## config.mk

```make
export PLATFORM = sky130hd
export DESIGN_NAME = mask_2x2_to_nibble_packer
export DESIGN_NICKNAME = d
export VERILOG_FILES = /design/src/rtl/mnp_pkg.sv /design/src/rtl/mnp_line_store.sv /design/src/rtl/mnp_geometry.sv /design/src/rtl/mnp_calc.sv /design/src/rtl/mnp_emitter.sv /design/src/rtl/mask_2x2_to_nibble_packer.sv
export SDC_FILE = /design/constraint.sdc
export NUM_CORES = 2
export LEC_CHECK = 0
export BUFFER_PORTS_ARGS = -buffer_cell sky130_fd_sc_hd__buf_4
export CAP_MARGIN = 20
export CORE_MARGIN = 3
export CORE_UTILIZATION = 60
export DETAILED_ROUTE_END_ITERATION = 12
export PLACE_DENSITY = 0.76
export RECOVER_POWER = 100
export SKIP_CTS_REPAIR_TIMING = 1
export SYNTH_ARGS = -nofsm -noshare
export SYNTH_HDL_FRONTEND = slang
export SYNTH_SLANG_ARGS = --single-unit
```

## constraint.sdc

```tcl
create_clock -name clk -period 9.2 [get_ports clk]
set_input_delay 0.46 -clock clk [delete_from_list [all_inputs] [get_ports clk]]
set_output_delay 0.46 -clock clk [all_outputs]
set_load 0.02 [all_outputs]
```

## src/rtl/mnp_pkg.sv

```systemverilog
// ----------------------------------------------------------------------------
// mnp_pkg
// Shared constants, types and helpers of the 2x2 mask to nibble packer.
// ----------------------------------------------------------------------------
package mnp_pkg;

  // Default size limits, handed to the top level parameters
  localparam int MAX_SRC_WIDTH_DEF   = 2048;
  localparam int MAX_SRC_HEIGHT_DEF  = 2048;
  localparam int MAX_DEST_WIDTH_DEF  = 1024;
  localparam int MAX_DEST_HEIGHT_DEF = 1024;

  // Working width of the geometry math; covers the default parameter values
  localparam int CW = 16;

  // Field widths
  localparam int ADDR_W     = 19;
  localparam int NIB_W      = 4;
  localparam int DEST_DIM_W = 11;
  localparam int SRC_DIM_W  = 12;
  localparam int OFF_W      = 11;
  localparam int LANES      = 4;
  localparam int OUT_DATA_W = 24;

  // Configuration port
  localparam int CFG_IDX_W  = 3;
  localparam int CFG_DATA_W = 12;

  localparam logic [CFG_IDX_W-1:0] REG_DEST_WIDTH  = 3'd0;
  localparam logic [CFG_IDX_W-1:0] REG_DEST_HEIGHT = 3'd1;
  localparam logic [CFG_IDX_W-1:0] REG_SRC_WIDTH   = 3'd2;
  localparam logic [CFG_IDX_W-1:0] REG_SRC_HEIGHT  = 3'd3;
  localparam logic [CFG_IDX_W-1:0] REG_X_OFFSET    = 3'd4;
  localparam logic [CFG_IDX_W-1:0] REG_Y_OFFSET    = 3'd5;

  // Register reset values
  localparam logic [DEST_DIM_W-1:0] DEST_WIDTH_RST  = 11'd640;
  localparam logic [DEST_DIM_W-1:0] DEST_HEIGHT_RST = 11'd480;
  localparam logic [SRC_DIM_W-1:0]  SRC_WIDTH_RST   = 12'd1280;
  localparam logic [SRC_DIM_W-1:0]  SRC_HEIGHT_RST  = 12'd960;

  // Clipped placement of the mask on the destination
  typedef struct packed {
    logic signed [CW-1:0] dx;
    logic signed [CW-1:0] srcx;
    logic signed [CW-1:0] dy;
    logic signed [CW-1:0] srcy;
    logic signed [CW-1:0] width;
    logic signed [CW-1:0] height;
    logic        [CW-1:0] dpitch;
  } geo_t;

  // Up to four nibble writes caused by one source byte
  typedef struct packed {
    logic [LANES-1:0]             mask;
    logic [LANES-1:0][ADDR_W-1:0] addr;
    logic [LANES-1:0][NIB_W-1:0]  nib;
    logic [LANES-1:0]             upper;
  } grp_t;

  // Saturate an unsigned value to a limit
  function automatic logic [CW-1:0] clamp_u(logic [CW-1:0] v, logic [CW-1:0] hi);
    return (v > hi) ? hi : v;
  endfunction

endpackage

```

## src/rtl/mnp_line_store.sv

```systemverilog
// ----------------------------------------------------------------------------
// mnp_line_store
// Single-port-write, registered-read memory holding the top row of a pair.
// ----------------------------------------------------------------------------
module mnp_line_store #(
  parameter int DEPTH = 256,
  parameter int AW    = 8
) (
  input  logic          clk,
  input  logic          wr_en,
  input  logic [AW-1:0] wr_addr,
  input  logic [7:0]    wr_data,
  input  logic          rd_en,
  input  logic [AW-1:0] rd_addr,
  output logic [7:0]    rd_data
);

  logic [7:0] mem [DEPTH];

  // Write the top-row byte
  always_ff @(posedge clk) begin
    if (wr_en) begin
      mem[wr_addr] <= wr_data;
    end
  end

  // Registered read; the data follows in the cycle after the request
  always_ff @(posedge clk) begin
    if (rd_en) begin
      rd_data <= mem[rd_addr];
    end
  end

endmodule

```

## src/rtl/mnp_geometry.sv

```systemverilog
// ----------------------------------------------------------------------------
// mnp_geometry
// Registers the clipped placement derived from the size and offset registers.
// ----------------------------------------------------------------------------
module mnp_geometry #(
  parameter int MAX_SRC_WIDTH   = mnp_pkg::MAX_SRC_WIDTH_DEF,
  parameter int MAX_SRC_HEIGHT  = mnp_pkg::MAX_SRC_HEIGHT_DEF,
  parameter int MAX_DEST_WIDTH  = mnp_pkg::MAX_DEST_WIDTH_DEF,
  parameter int MAX_DEST_HEIGHT = mnp_pkg::MAX_DEST_HEIGHT_DEF
) (
  input  logic                             clk,
  input  logic [mnp_pkg::DEST_DIM_W-1:0]   dest_width,
  input  logic [mnp_pkg::DEST_DIM_W-1:0]   dest_height,
  input  logic [mnp_pkg::SRC_DIM_W-1:0]    src_width,
  input  logic [mnp_pkg::SRC_DIM_W-1:0]    src_height,
  input  logic [mnp_pkg::OFF_W-1:0]        x_offset,
  input  logic [mnp_pkg::OFF_W-1:0]        y_offset,
  output mnp_pkg::geo_t                    geo
);

  localparam int CW = mnp_pkg::CW;

  logic        [CW-1:0] sw, sh, dw, dh;
  logic signed [CW-1:0] x_s, y_s, w0, h0, w1, h1, dx, dy, srcx, srcy;
  logic signed [CW-1:0] dw_s, dh_s;
  mnp_pkg::geo_t        geo_nxt;

  // Saturate sizes, shift off negative offsets, then clip to the destination
  always_comb begin
    sw   = mnp_pkg::clamp_u(CW'(src_width),   CW'(MAX_SRC_WIDTH));
    sh   = mnp_pkg::clamp_u(CW'(src_height),  CW'(MAX_SRC_HEIGHT));
    dw   = mnp_pkg::clamp_u(CW'(dest_width),  CW'(MAX_DEST_WIDTH));
    dh   = mnp_pkg::clamp_u(CW'(dest_height), CW'(MAX_DEST_HEIGHT));
    dw_s = $signed(dw);
    dh_s = $signed(dh);
    x_s  = CW'($signed(x_offset));
    y_s  = CW'($signed(y_offset));
    w0   = $signed(sw >> 1);
    h0   = $signed(sh >> 1);

    if (x_s < 0) begin
      srcx = -(x_s <<< 1);
      w1   = w0 + x_s;
      dx   = '0;
    end else begin
      srcx = '0;
      w1   = w0;
      dx   = x_s;
    end

    if (y_s < 0) begin
      srcy = -y_s;
      h1   = h0 + y_s;
      dy   = '0;
    end else begin
      srcy = '0;
      h1   = h0;
      dy   = y_s;
    end

    geo_nxt.dx     = dx;
    geo_nxt.srcx   = srcx;
    geo_nxt.dy     = dy;
    geo_nxt.srcy   = srcy;
    geo_nxt.width  = (dx + w1 > dw_s) ? dw_s - dx : w1;
    geo_nxt.height = (dy + h1 > dh_s) ? dh_s - dy : h1;
    geo_nxt.dpitch = ((dw + CW'(7)) >> 3) << 2;
  end

  // Follow the registers every cycle
  always_ff @(posedge clk) begin
    geo <= geo_nxt;
  end

endmodule

```

## src/rtl/mnp_calc.sv

```systemverilog
// ----------------------------------------------------------------------------
// mnp_calc
// Combines a bottom-row byte with its stored top byte into up to four
// nibble writes: row address and columns, then clip and byte addresses.
// ----------------------------------------------------------------------------
module mnp_calc #(
  parameter int BC_W  = 8,
  parameter int ROW_W = 11
) (
  input  logic                 clk,
  input  logic                 rst_n,
  input  logic                 s1_valid,
  output logic                 s2_free,
  input  logic [7:0]           s1_mb,
  input  logic [7:0]           s1_top,
  input  logic [BC_W-1:0]      s1_bc,
  input  logic [ROW_W-1:0]     s1_srow,
  input  mnp_pkg::geo_t        geo,
  input  logic                 grp_free,
  output logic                 grp_load,
  output mnp_pkg::grp_t        grp_data
);

  localparam int CW     = mnp_pkg::CW;
  localparam int LANES  = mnp_pkg::LANES;
  localparam int ADDR_W = mnp_pkg::ADDR_W;
  localparam int NIB_W  = mnp_pkg::NIB_W;

  logic                                s2_valid_r;
  logic                                s2_ok_r;
  logic [ADDR_W-1:0]                   s2_base_r;
  logic [LANES-1:0]                    s2_start_r;
  logic [LANES-1:0][CW-1:0]            s2_col_r;
  logic [LANES-1:0][NIB_W-1:0]         s2_nib_r;

  logic signed [CW-1:0]                row, drow;
  logic                                ok;
  logic [2*CW-1:0]                     prod;
  logic [LANES-1:0]                    start;
  logic [LANES-1:0][CW-1:0]            col;
  logic [LANES-1:0][NIB_W-1:0]         nib;
  logic signed [CW-1:0]                sx, diff;
  logic signed [CW-1:0]                dcol;

  // Stage B: row check, row base address, column of each 2x2 block
  always_comb begin
    row  = $signed(CW'(s1_srow >> 1)) - geo.srcy;
    drow = geo.dy + row;
    ok   = s1_srow[0] && (geo.width > 0) && (geo.height > 0) &&
           (row >= 0) && (row < geo.height);
    prod = (2*CW)'($unsigned(drow)) * (2*CW)'(geo.dpitch);
    sx   = '0;
    diff = '0;
    for (int k = 0; k < LANES; k++) begin
      sx       = $signed(CW'({s1_bc, 3'(2 * k)}));
      diff     = sx - geo.srcx;
      start[k] = (sx >= geo.srcx);
      col[k]   = $unsigned(diff >>> 1);
      nib[k]   = {s1_top[7 - 2*k], s1_top[6 - 2*k], s1_mb[7 - 2*k], s1_mb[6 - 2*k]};
    end
  end

  assign s2_free = !s2_valid_r || grp_free;

  // Hold stage B results until the group buffer takes them
  always_ff @(posedge clk) begin
    if (!rst_n) begin
      s2_valid_r <= 1'b0;
    end else if (s2_free) begin
      s2_valid_r <= s1_valid;
    end
  end

  always_ff @(posedge clk) begin
    if (s2_free && s1_valid) begin
      s2_ok_r    <= ok;
      s2_base_r  <= prod[ADDR_W-1:0];
      s2_start_r <= start;
      s2_col_r   <= col;
      s2_nib_r   <= nib;
    end
  end

  // Stage C: clip each column and form byte address and half
  always_comb begin
    dcol = '0;
    for (int k = 0; k < LANES; k++) begin
      dcol                = geo.dx + $signed(s2_col_r[k]);
      grp_data.mask[k]    = s2_ok_r && s2_start_r[k] && ($signed(s2_col_r[k]) < geo.width);
      grp_data.addr[k]    = s2_base_r + ADDR_W'($unsigned(dcol) >> 1);
      grp_data.nib[k]     = s2_nib_r[k];
      grp_data.upper[k]   = !dcol[0];
    end
  end

  assign grp_load = s2_valid_r && grp_free;

endmodule

```

## src/rtl/mnp_emitter.sv

```systemverilog
// ----------------------------------------------------------------------------
// mnp_emitter
// Holds one byte's group of nibble writes and sends them one per cycle while
// out_tready allows, lowest column first, through a registered output stage.
// ----------------------------------------------------------------------------
module mnp_emitter (
  input  logic                               clk,
  input  logic                               rst_n,
  input  logic                               grp_load,
  input  mnp_pkg::grp_t                      grp_data,
  output logic                               grp_free,
  output logic                               out_tvalid,
  input  logic                               out_tready,
  output logic [mnp_pkg::OUT_DATA_W-1:0]     out_tdata,
  output logic                               out_tlast
);

  localparam int LANES  = mnp_pkg::LANES;
  localparam int ADDR_W = mnp_pkg::ADDR_W;
  localparam int NIB_W  = mnp_pkg::NIB_W;

  mnp_pkg::grp_t              grp_r;
  logic [LANES-1:0]           mask_nxt;
  logic [LANES-1:0]           rest;
  logic [1:0]                 sel;
  logic                       o_ready;
  logic                       grp_move;
  logic                       out_valid_r;
  logic [ADDR_W-1:0]          out_addr_r;
  logic [NIB_W-1:0]           out_nib_r;
  logic                       out_upper_r;
  logic                       out_last_r;

  // Pick the lowest pending lane
  always_comb begin
    sel = 2'd0;
    for (int k = LANES - 1; k >= 0; k--) begin
      if (grp_r.mask[k]) begin
        sel = 2'(k);
      end
    end
    rest = grp_r.mask & ~(LANES'(1) << sel);
  end

  assign o_ready  = !out_valid_r || out_tready;
  assign grp_move = (grp_r.mask != '0) && o_ready;
  assign grp_free = (grp_r.mask == '0) || (grp_move && (rest == '0));

  // Load a new group or drop the lane just sent
  always_comb begin
    mask_nxt = grp_r.mask;
    if (grp_load) begin
      mask_nxt = grp_data.mask;
    end else if (grp_move) begin
      mask_nxt = rest;
    end
  end

  // Hold the group; reset clears only the pending lanes
  always_ff @(posedge clk) begin
    if (!rst_n) begin
      grp_r.mask <= '0;
    end else begin
      grp_r.mask <= mask_nxt;
    end
    if (grp_load) begin
      grp_r.addr  <= grp_data.addr;
      grp_r.nib   <= grp_data.nib;
      grp_r.upper <= grp_data.upper;
    end
  end

  // Output register
  always_ff @(posedge clk) begin
    if (!rst_n) begin
      out_valid_r <= 1'b0;
    end else if (o_ready) begin
      out_valid_r <= grp_move;
    end
  end

  always_ff @(posedge clk) begin
    if (grp_move) begin
      out_addr_r  <= grp_r.addr[sel];
      out_nib_r   <= grp_r.nib[sel];
      out_upper_r <= grp_r.upper[sel];
      out_last_r  <= (rest == '0);
    end
  end

  assign out_tvalid = out_valid_r;
  assign out_tdata  = {out_upper_r, out_nib_r, out_addr_r};
  assign out_tlast  = out_last_r;

endmodule

```

## src/rtl/mask_2x2_to_nibble_packer.sv

```systemverilog
// ----------------------------------------------------------------------------
// mask_2x2_to_nibble_packer
// Packs a double-resolution one-bit mask into nibble writes of a 4-bit
// destination, one 2x2 block per nibble, clipped and offset.
// ----------------------------------------------------------------------------
// Send the mask bytes in raster order, rows padded to whole bytes, bit 7
// leftmost. Bytes of the top row of each pair go into a line store; each
// byte of the bottom row yields zero to four nibble writes (byte address,
// nibble, half select) with tlast on the last write of that byte. A byte is
// taken every cycle while no writes are pending; a byte that yields writes
// holds the stream while the single output register drains its group, one
// write per cycle while out_tready is high. The first write passes through
// stage A, stage B, the group register and the output register. Change the
// registers only while the block is idle.
// ----------------------------------------------------------------------------
module mask_2x2_to_nibble_packer #(
  parameter int MAX_SRC_WIDTH   = mnp_pkg::MAX_SRC_WIDTH_DEF,
  parameter int MAX_SRC_HEIGHT  = mnp_pkg::MAX_SRC_HEIGHT_DEF,
  parameter int MAX_DEST_WIDTH  = mnp_pkg::MAX_DEST_WIDTH_DEF,
  parameter int MAX_DEST_HEIGHT = mnp_pkg::MAX_DEST_HEIGHT_DEF
) (
  input  logic                                clk,
  input  logic                                rst_n,
  // Mask byte stream
  input  logic                                in_tvalid,
  output logic                                in_tready,
  input  logic [7:0]                          in_tdata,    // [7:0] mask_byte
  // Nibble write stream
  output logic                                out_tvalid,
  input  logic                                out_tready,
  output logic [mnp_pkg::OUT_DATA_W-1:0]      out_tdata,   // [18:0] dest_address,
                                                           // [22:19] nibble,
                                                           // [23] upper_half
  output logic                                out_tlast,   // run_last
  // Register writes
  input  logic                                cfg_valid,
  output logic                                cfg_ready,
  input  logic [mnp_pkg::CFG_IDX_W-1:0]       cfg_index,
  input  logic [mnp_pkg::CFG_DATA_W-1:0]      cfg_data
);

  localparam int CW          = mnp_pkg::CW;
  localparam int STORE_DEPTH = (MAX_SRC_WIDTH + 7) / 8;
  localparam int BC_W        = $clog2(STORE_DEPTH);
  localparam int ROW_W       = $clog2(MAX_SRC_HEIGHT);

  // Configuration registers
  logic [mnp_pkg::DEST_DIM_W-1:0] dest_width_r, dest_height_r;
  logic [mnp_pkg::SRC_DIM_W-1:0]  src_width_r, src_height_r;
  logic [mnp_pkg::OFF_W-1:0]      x_offset_r, y_offset_r;

  // Position counters and first pipeline stage
  logic [BC_W-1:0]   bc_r, bc_nxt;
  logic [ROW_W-1:0]  srow_r, srow_nxt;
  logic              s1_valid_r;
  logic [7:0]        s1_mb_r;
  logic [BC_W-1:0]   s1_bc_r;
  logic [ROW_W-1:0]  s1_srow_r;
  logic [7:0]        top_byte;

  logic              accept;
  logic              s2_free;
  logic [CW-1:0]     sw, sh, spitch_raw, spitch, rows, bc_inc, srow_inc;
  logic              wrap_col, wrap_row;

  mnp_pkg::geo_t     geo;
  mnp_pkg::grp_t     grp_data;
  logic              grp_load;
  logic              grp_free;

  assign cfg_ready = 1'b1;

  // Write configuration registers
  always_ff @(posedge clk) begin
    if (!rst_n) begin
      dest_width_r  <= mnp_pkg::DEST_WIDTH_RST;
      dest_height_r <= mnp_pkg::DEST_HEIGHT_RST;
      src_width_r   <= mnp_pkg::SRC_WIDTH_RST;
      src_height_r  <= mnp_pkg::SRC_HEIGHT_RST;
      x_offset_r    <= '0;
      y_offset_r    <= '0;
    end else if (cfg_valid) begin
      case (cfg_index)
        mnp_pkg::REG_DEST_WIDTH:  dest_width_r  <= cfg_data[mnp_pkg::DEST_DIM_W-1:0];
        mnp_pkg::REG_DEST_HEIGHT: dest_height_r <= cfg_data[mnp_pkg::DEST_DIM_W-1:0];
        mnp_pkg::REG_SRC_WIDTH:   src_width_r   <= cfg_data;
        mnp_pkg::REG_SRC_HEIGHT:  src_height_r  <= cfg_data;
        mnp_pkg::REG_X_OFFSET:    x_offset_r    <= cfg_data[mnp_pkg::OFF_W-1:0];
        mnp_pkg::REG_Y_OFFSET:    y_offset_r    <= cfg_data[mnp_pkg::OFF_W-1:0];
        default: ;
      endcase
    end
  end

  assign in_tready = !s1_valid_r || s2_free;
  assign accept    = in_tvalid && in_tready;

  // Advance byte column and source row on each request
  always_comb begin
    sw         = mnp_pkg::clamp_u(CW'(src_width_r),  CW'(MAX_SRC_WIDTH));
    sh         = mnp_pkg::clamp_u(CW'(src_height_r), CW'(MAX_SRC_HEIGHT));
    spitch_raw = (sw + CW'(7)) >> 3;
    if (spitch_raw == '0) begin
      spitch = CW'(1);
    end else if (spitch_raw > CW'(STORE_DEPTH)) begin
      spitch = CW'(STORE_DEPTH);
    end else begin
      spitch = spitch_raw;
    end
    rows     = (sh == '0) ? CW'(1) : sh;
    bc_inc   = CW'(bc_r) + CW'(1);
    srow_inc = CW'(srow_r) + CW'(1);
    wrap_col = (bc_inc >= spitch);
    wrap_row = (srow_inc >= rows);

    bc_nxt   = bc_r;
    srow_nxt = srow_r;
    if (accept) begin
      bc_nxt = wrap_col ? '0 : bc_inc[BC_W-1:0];
      if (wrap_col) begin
        srow_nxt = wrap_row ? '0 : srow_inc[ROW_W-1:0];
      end
    end
  end

  always_ff @(posedge clk) begin
    if (!rst_n) begin
      bc_r   <= '0;
      srow_r <= '0;
    end else begin
      bc_r   <= bc_nxt;
      srow_r <= srow_nxt;
    end
  end

  // Stage A: capture the byte while the line store is read
  always_ff @(posedge clk) begin
    if (!rst_n) begin
      s1_valid_r <= 1'b0;
    end else if (in_tready) begin
      s1_valid_r <= in_tvalid;
    end
  end

  always_ff @(posedge clk) begin
    if (accept) begin
      s1_mb_r   <= in_tdata;
      s1_bc_r   <= bc_r;
      s1_srow_r <= srow_r;
    end
  end

  mnp_line_store #(
    .DEPTH (STORE_DEPTH),
    .AW    (BC_W)
  ) u_line_store (
    .clk     (clk),
    .wr_en   (accept && !srow_r[0]),
    .wr_addr (bc_r),
    .wr_data (in_tdata),
    .rd_en   (accept),
    .rd_addr (bc_r),
    .rd_data (top_byte)
  );

  mnp_geometry #(
    .MAX_SRC_WIDTH   (MAX_SRC_WIDTH),
    .MAX_SRC_HEIGHT  (MAX_SRC_HEIGHT),
    .MAX_DEST_WIDTH  (MAX_DEST_WIDTH),
    .MAX_DEST_HEIGHT (MAX_DEST_HEIGHT)
  ) u_geometry (
    .clk         (clk),
    .dest_width  (dest_width_r),
    .dest_height (dest_height_r),
    .src_width   (src_width_r),
    .src_height  (src_height_r),
    .x_offset    (x_offset_r),
    .y_offset    (y_offset_r),
    .geo         (geo)
  );

  mnp_calc #(
    .BC_W  (BC_W),
    .ROW_W (ROW_W)
  ) u_calc (
    .clk      (clk),
    .rst_n    (rst_n),
    .s1_valid (s1_valid_r),
    .s2_free  (s2_free),
    .s1_mb    (s1_mb_r),
    .s1_top   (top_byte),
    .s1_bc    (s1_bc_r),
    .s1_srow  (s1_srow_r),
    .geo      (geo),
    .grp_free (grp_free),
    .grp_load (grp_load),
    .grp_data (grp_data)
  );

  mnp_emitter u_emitter (
    .clk        (clk),
    .rst_n      (rst_n),
    .grp_load   (grp_load),
    .grp_data   (grp_data),
    .grp_free   (grp_free),
    .out_tvalid (out_tvalid),
    .out_tready (out_tready),
    .out_tdata  (out_tdata),
    .out_tlast  (out_tlast)
  );

endmodule
```

==> results.md <==
- The number of slew-limit violations in the final report was between 2k and 2.5k.
- The final hold violation count was 0.
- Across the routed clock network, the largest skew measured is slightly below 90 ps.
- The minimum setup slack among reg-to-reg paths is around 980 ps.
- The most common library cell in the layout ignoring fill and taps is sky130_fd_sc_hd__edfxtp_1.
- The number of ports placed on the die boundary is 56.
- For this run, the leading register cell type out of synthesis is sky130_fd_sc_hd__edfxtp_1.
- For the worst setup path, the data arrival time is approximately 8800 ps.
- The total number of clock tree sinks is 2484.
- Measured against its own limit, the worst slew margin works out to -424%.
- The detailed-router iteration count before antenna repair is 8.
- The finished cells cover ~120000 um2.
- The final-report setup violation count is 0.
- Global routing consumed, over all layers together, 28.7% of the routing resources.
- Dividing the final minimum period by the clock period gives between 80% and 90%.
- The final net count is 7062.
- The distinct cell type count of the synthesized netlist is 89.
- The number of enable flip-flop cells after synthesis is 2298.
- The cell family contributing the most delay on the critical path is adder cells.
- Data on the critical path is required at its endpoint by approximately 9800 ps.
- In this design, the critical path's most frequently occurring cell is sky130_fd_sc_hd__fa_1.
- The slowest cell on the critical path is sky130_fd_sc_hd__fa_1.
- Together, buffers and inverters on the worst path number 6.
- After global routing the overflow that remains totals 0.
- Counting cells, the worst reg-to-reg path comes to 32.
- The worst setup path is of the register to register kind.
- The class of the tightest hold or removal check is input port to register.
- The first-pass GRT wire length is 395 mm.
- In this run the static leakage power is roughly 40 nW.
- Measured along the x axis, the die boundary spans 434 um.
- The remaining antenna violation count is 0.
- The largest fanout on the critical path is 9.
- Dividing the detail-routed via count by the number of cells gives 6.46.
- In the synthesized netlist the async set-or-reset flop fraction comes to 0%.
- The routed wire length is 266 mm.
- Clock tree synthesis selected as its root buffer the cell sky130_fd_sc_hd__clkbuf_16.
- The run finished, with violations left.
- The area of the mapped netlist is 110000 um2.
- A synthesized cell averages 17.0 um2.
- CTS built an H-tree with a depth of 4.
- The worst register-to-register path ends at u_calc.s2_base_r[18]$_DFFE_PP_.
- Clock latency on the worst-skew pair, taken at its later pin, is 910 ps.
- The category of the worst setup path launch point is a register.
- The minimum period implied by the final worst setup slack is 8220 ps.
- The number of flip-flops and latches in the synthesized netlist is 2484.
- The clock tree from TritonCTS is done.
- The source of the worst register-to-register timing path is s1_srow_r[1]$_DFFE_PP_.
- The count of input and output buffers is 54.
- The placed wire-length estimate after detailed placement is 166 mm.
- At the pin with the least slew margin, the transition time is 7860 ps.
- The setup TNS after final layout is 0 ps.
- Once the floorplan was initialized, standard cells occupied ~61% of the core.
- The count of standard-cell rows is approximately 160.
- In this run, the number of DRC markers left after iteration 0 of detailed routing was roughly 6.6k.
- The power per unit of standard cell area is 208 nW/um2.
- The checks that failed: capacitance limit, slew limit.
- Summing all placed instances gives a cell area of 113000 um2.
- Across the VDD grid, the largest voltage drop is around 0.00021 V.
- The clock transition at the register clock pins on the worst setup and hold paths after CTS is 60 ps.
- Max-cap violations in this run came to 37.
- The logic depth of the worst setup path including buffers is 32.
- The congestion estimate from routability-driven global placement came to about 0.91.
- The type of destination of the critical path is a register.
- The buffer depth of the longest clock path is 3.
- The Yosys step of the flow raised 0 warnings.
- The largest net degree at the start of global routing is around 150.
- The achievable frequency is roughly 120 MHz.
- In the final layout, the multi-input gates occupy 34600 um2.
- The delay of the slowest cell on the worst path is roughly 540 ps.
- The post-route netlist has between 15 and 20% of its cells at a drive strength greater than 1.
- Counting the fill cells in the layout gives about 12k.
- The region available for standard cell placement spans ~180000 um2.
- Synthesis handed over a netlist of 6457 instances.
- The most critical setup path has its startpoint at s1_srow_r[1]$_DFFE_PP_.
- The floorplan step defined a die boundary enclosing 188000 um2.
- The portion of the post-synthesis area used by sequential elements is 66.3%.
- The number of antenna violations at the first check in global routing is 13.
- In the layout the commonest cells are 2298 x sky130_fd_sc_hd__edfxtp_1, 673 x sky130_fd_sc_hd__mux4_2, 442 x sky130_fd_sc_hd__nor2_1, 378 x sky130_fd_sc_hd__nand2_1, 359 x sky130_fd_sc_hd__ha_1.
- The sequential cells in the finished layout cover a total of 72700 um2.
- The endpoint of the most critical setup path is u_calc.s2_base_r[18]$_DFFE_PP_.
- The routed length per placed instance is ~29 um.
- Setup repair after global routing left no endpoint under its margin.
- Detailed routing inserted a total of between 50k and 60k vias.
- In this run the vertical extent of the chip is around 430 um.
- The remaining routing DRC violations is 0.
- The TritonCTS buffer count is roughly 230.
- The post-synthesis to final-layout area growth is 9.41%.
- The via count of the first global-routing pass is 60.1k.
==> power breakdown <==
group          leakage (nW)  internal [W]  switching, W
registers              22.3        0.0126      0.000169
logic                  14.1       0.00121       0.00152
clock network          3.65       0.00522       0.00426
total                  40.0        0.0190       0.00594
==> layout make-up <==
cell class / instances / area share, %
Antenna cell: 6 / 0.0125
Clock inverter: 148 / 1.21
Timing Repair Buffer: 145 / 0.772
Inverter: 346 / 1.08
Tap cell: 2370 / 2.47
Clock buffer: 280 / 5.08
Sequential cell: 2484 / 60.6
Multi-Input combinational cell: 3376 / 28.8
==> sequential cells by signal, indices dropped and copies added (netlist names), 11 cells and up <==
register and cells:
u_emitter.out_addr_r 19, dest_width_r 11, src_height_r 12, y_offset_r 11, dest_height_r 11, u_calc.s2_col_r 58, src_width_r 12, u_line_store.mem 2048
s1_srow_r 11, x_offset_r 11, u_calc.s2_base_r 17, u_calc.grp_data 16, srow_r 11, u_geometry.geo 92, u_emitter.grp_r 98
==> layer usage <==
layer	GRT usage, %	share of wire, %	vias to the layer above	wire length (um)
li1	-	-	25242	-
met1	38.4	38	30102	99800
met2	46.5	49	3155	130000
met3	5.74	8.8	643	23300
met4	12.2	4.7	10	12500
met5	0	0.025	-	66
==> worst register-to-register path, delay by kind of cell (launching register included) <==
kind,cells,cell delay (ps)
and+or+nand+nor,6,760
AOI/OAI and AO/OA,9,2010
xor gates and xnor gates,2,560
adders and majority gates,9,3730
DFF,1,320
buffers and inverters,6,590
==> cells by family after synthesis <==
| logic type | share of synthesized area [%] |
|---|---|
| DFF | 66.3 |
| AOI/OAI and AO/OA | 4.04 |
| xor gates and xnor gates | 2.32 |
| buffers and inverters | 2.22 |
| and+or+nand+nor | 5.16 |
| other | 0.00684 |
| adders and majority gates | 5.71 |
| muxes | 14.3 |
==> worst min-delay path by stage <==
stage | startpoint | end | slack [ps] | depth (start not counted)
after floorplan | u_line_store.rd_data[4]$_DFFE_PP_ | u_calc.grp_data[10]$_DFFE_PP_ | 400 | 0
after global placement | s1_mb_r[0]$_DFFE_PP_ | u_calc.grp_data[16]$_DFFE_PP_ | 400 | 0
after detailed placement | u_line_store.rd_data[7]$_DFFE_PP_ | u_calc.grp_data[7]$_DFFE_PP_ | 400 | 0
after CTS | in_tvalid | s1_valid_r$_SDFFE_PN0N_ | -190 | 3
after global routing | rst_n | src_height_r[6]$_SDFFE_PN1P_ | 130 | 2
final | rst_n | src_height_r[6]$_SDFFE_PN1P_ | 120 | 2
==> metrics by stage <==
step           setup slack (ps)  instances  utilization [%]  power, W  hold slack, ps
2_1_floorplan              1610       6466                -    0.0148             400
3_3_place_gp               1220       8703             62.2    0.0156             401
3_5_place_dp               1090       8703             62.2    0.0157             405
4_1_cts                    1040       9131             66.3    0.0250            -194
5_1_grt                     488       9149             66.2    0.0258             128
6_report                    978       9155             66.2    0.0250             119
==> cell usage after synthesis (21+ instances only) <==
| cell | n | area [um2] |
|---|---|---|
| sky130_fd_sc_hd__a21boi_0 | 84 | 631 |
| sky130_fd_sc_hd__a21o_1 | 97 | 728 |
| sky130_fd_sc_hd__a21oi_1 | 140 | 701 |
| sky130_fd_sc_hd__and2_1 | 63 | 394 |
| sky130_fd_sc_hd__and3_1 | 25 | 156 |
| sky130_fd_sc_hd__buf_1 | 30 | 113 |
| sky130_fd_sc_hd__buf_2 | 56 | 280 |
| sky130_fd_sc_hd__clkbuf_1 | 154 | 578 |
| sky130_fd_sc_hd__dfxtp_1 | 186 | 3720 |
| sky130_fd_sc_hd__edfxtp_1 | 2298 | 69000 |
| sky130_fd_sc_hd__fa_1 | 88 | 1760 |
| sky130_fd_sc_hd__ha_1 | 359 | 4490 |
| sky130_fd_sc_hd__inv_1 | 345 | 1290 |
| sky130_fd_sc_hd__mux2_2 | 23 | 259 |
| sky130_fd_sc_hd__mux4_2 | 673 | 15200 |
| sky130_fd_sc_hd__nand2_1 | 378 | 1420 |
| sky130_fd_sc_hd__nand2b_1 | 54 | 338 |
| sky130_fd_sc_hd__nand3_1 | 69 | 345 |
| sky130_fd_sc_hd__nand4_1 | 28 | 175 |
| sky130_fd_sc_hd__nor2_1 | 442 | 1660 |
| sky130_fd_sc_hd__nor2b_1 | 82 | 513 |
| sky130_fd_sc_hd__nor3_1 | 37 | 185 |
| sky130_fd_sc_hd__o21a_1 | 45 | 338 |
| sky130_fd_sc_hd__o21ai_0 | 128 | 641 |
| sky130_fd_sc_hd__o21bai_1 | 23 | 173 |
| sky130_fd_sc_hd__or3_1 | 21 | 131 |
| sky130_fd_sc_hd__xnor2_1 | 195 | 1710 |
| sky130_fd_sc_hd__xor2_1 | 89 | 780 |
(Power assumes the default switching activity.)
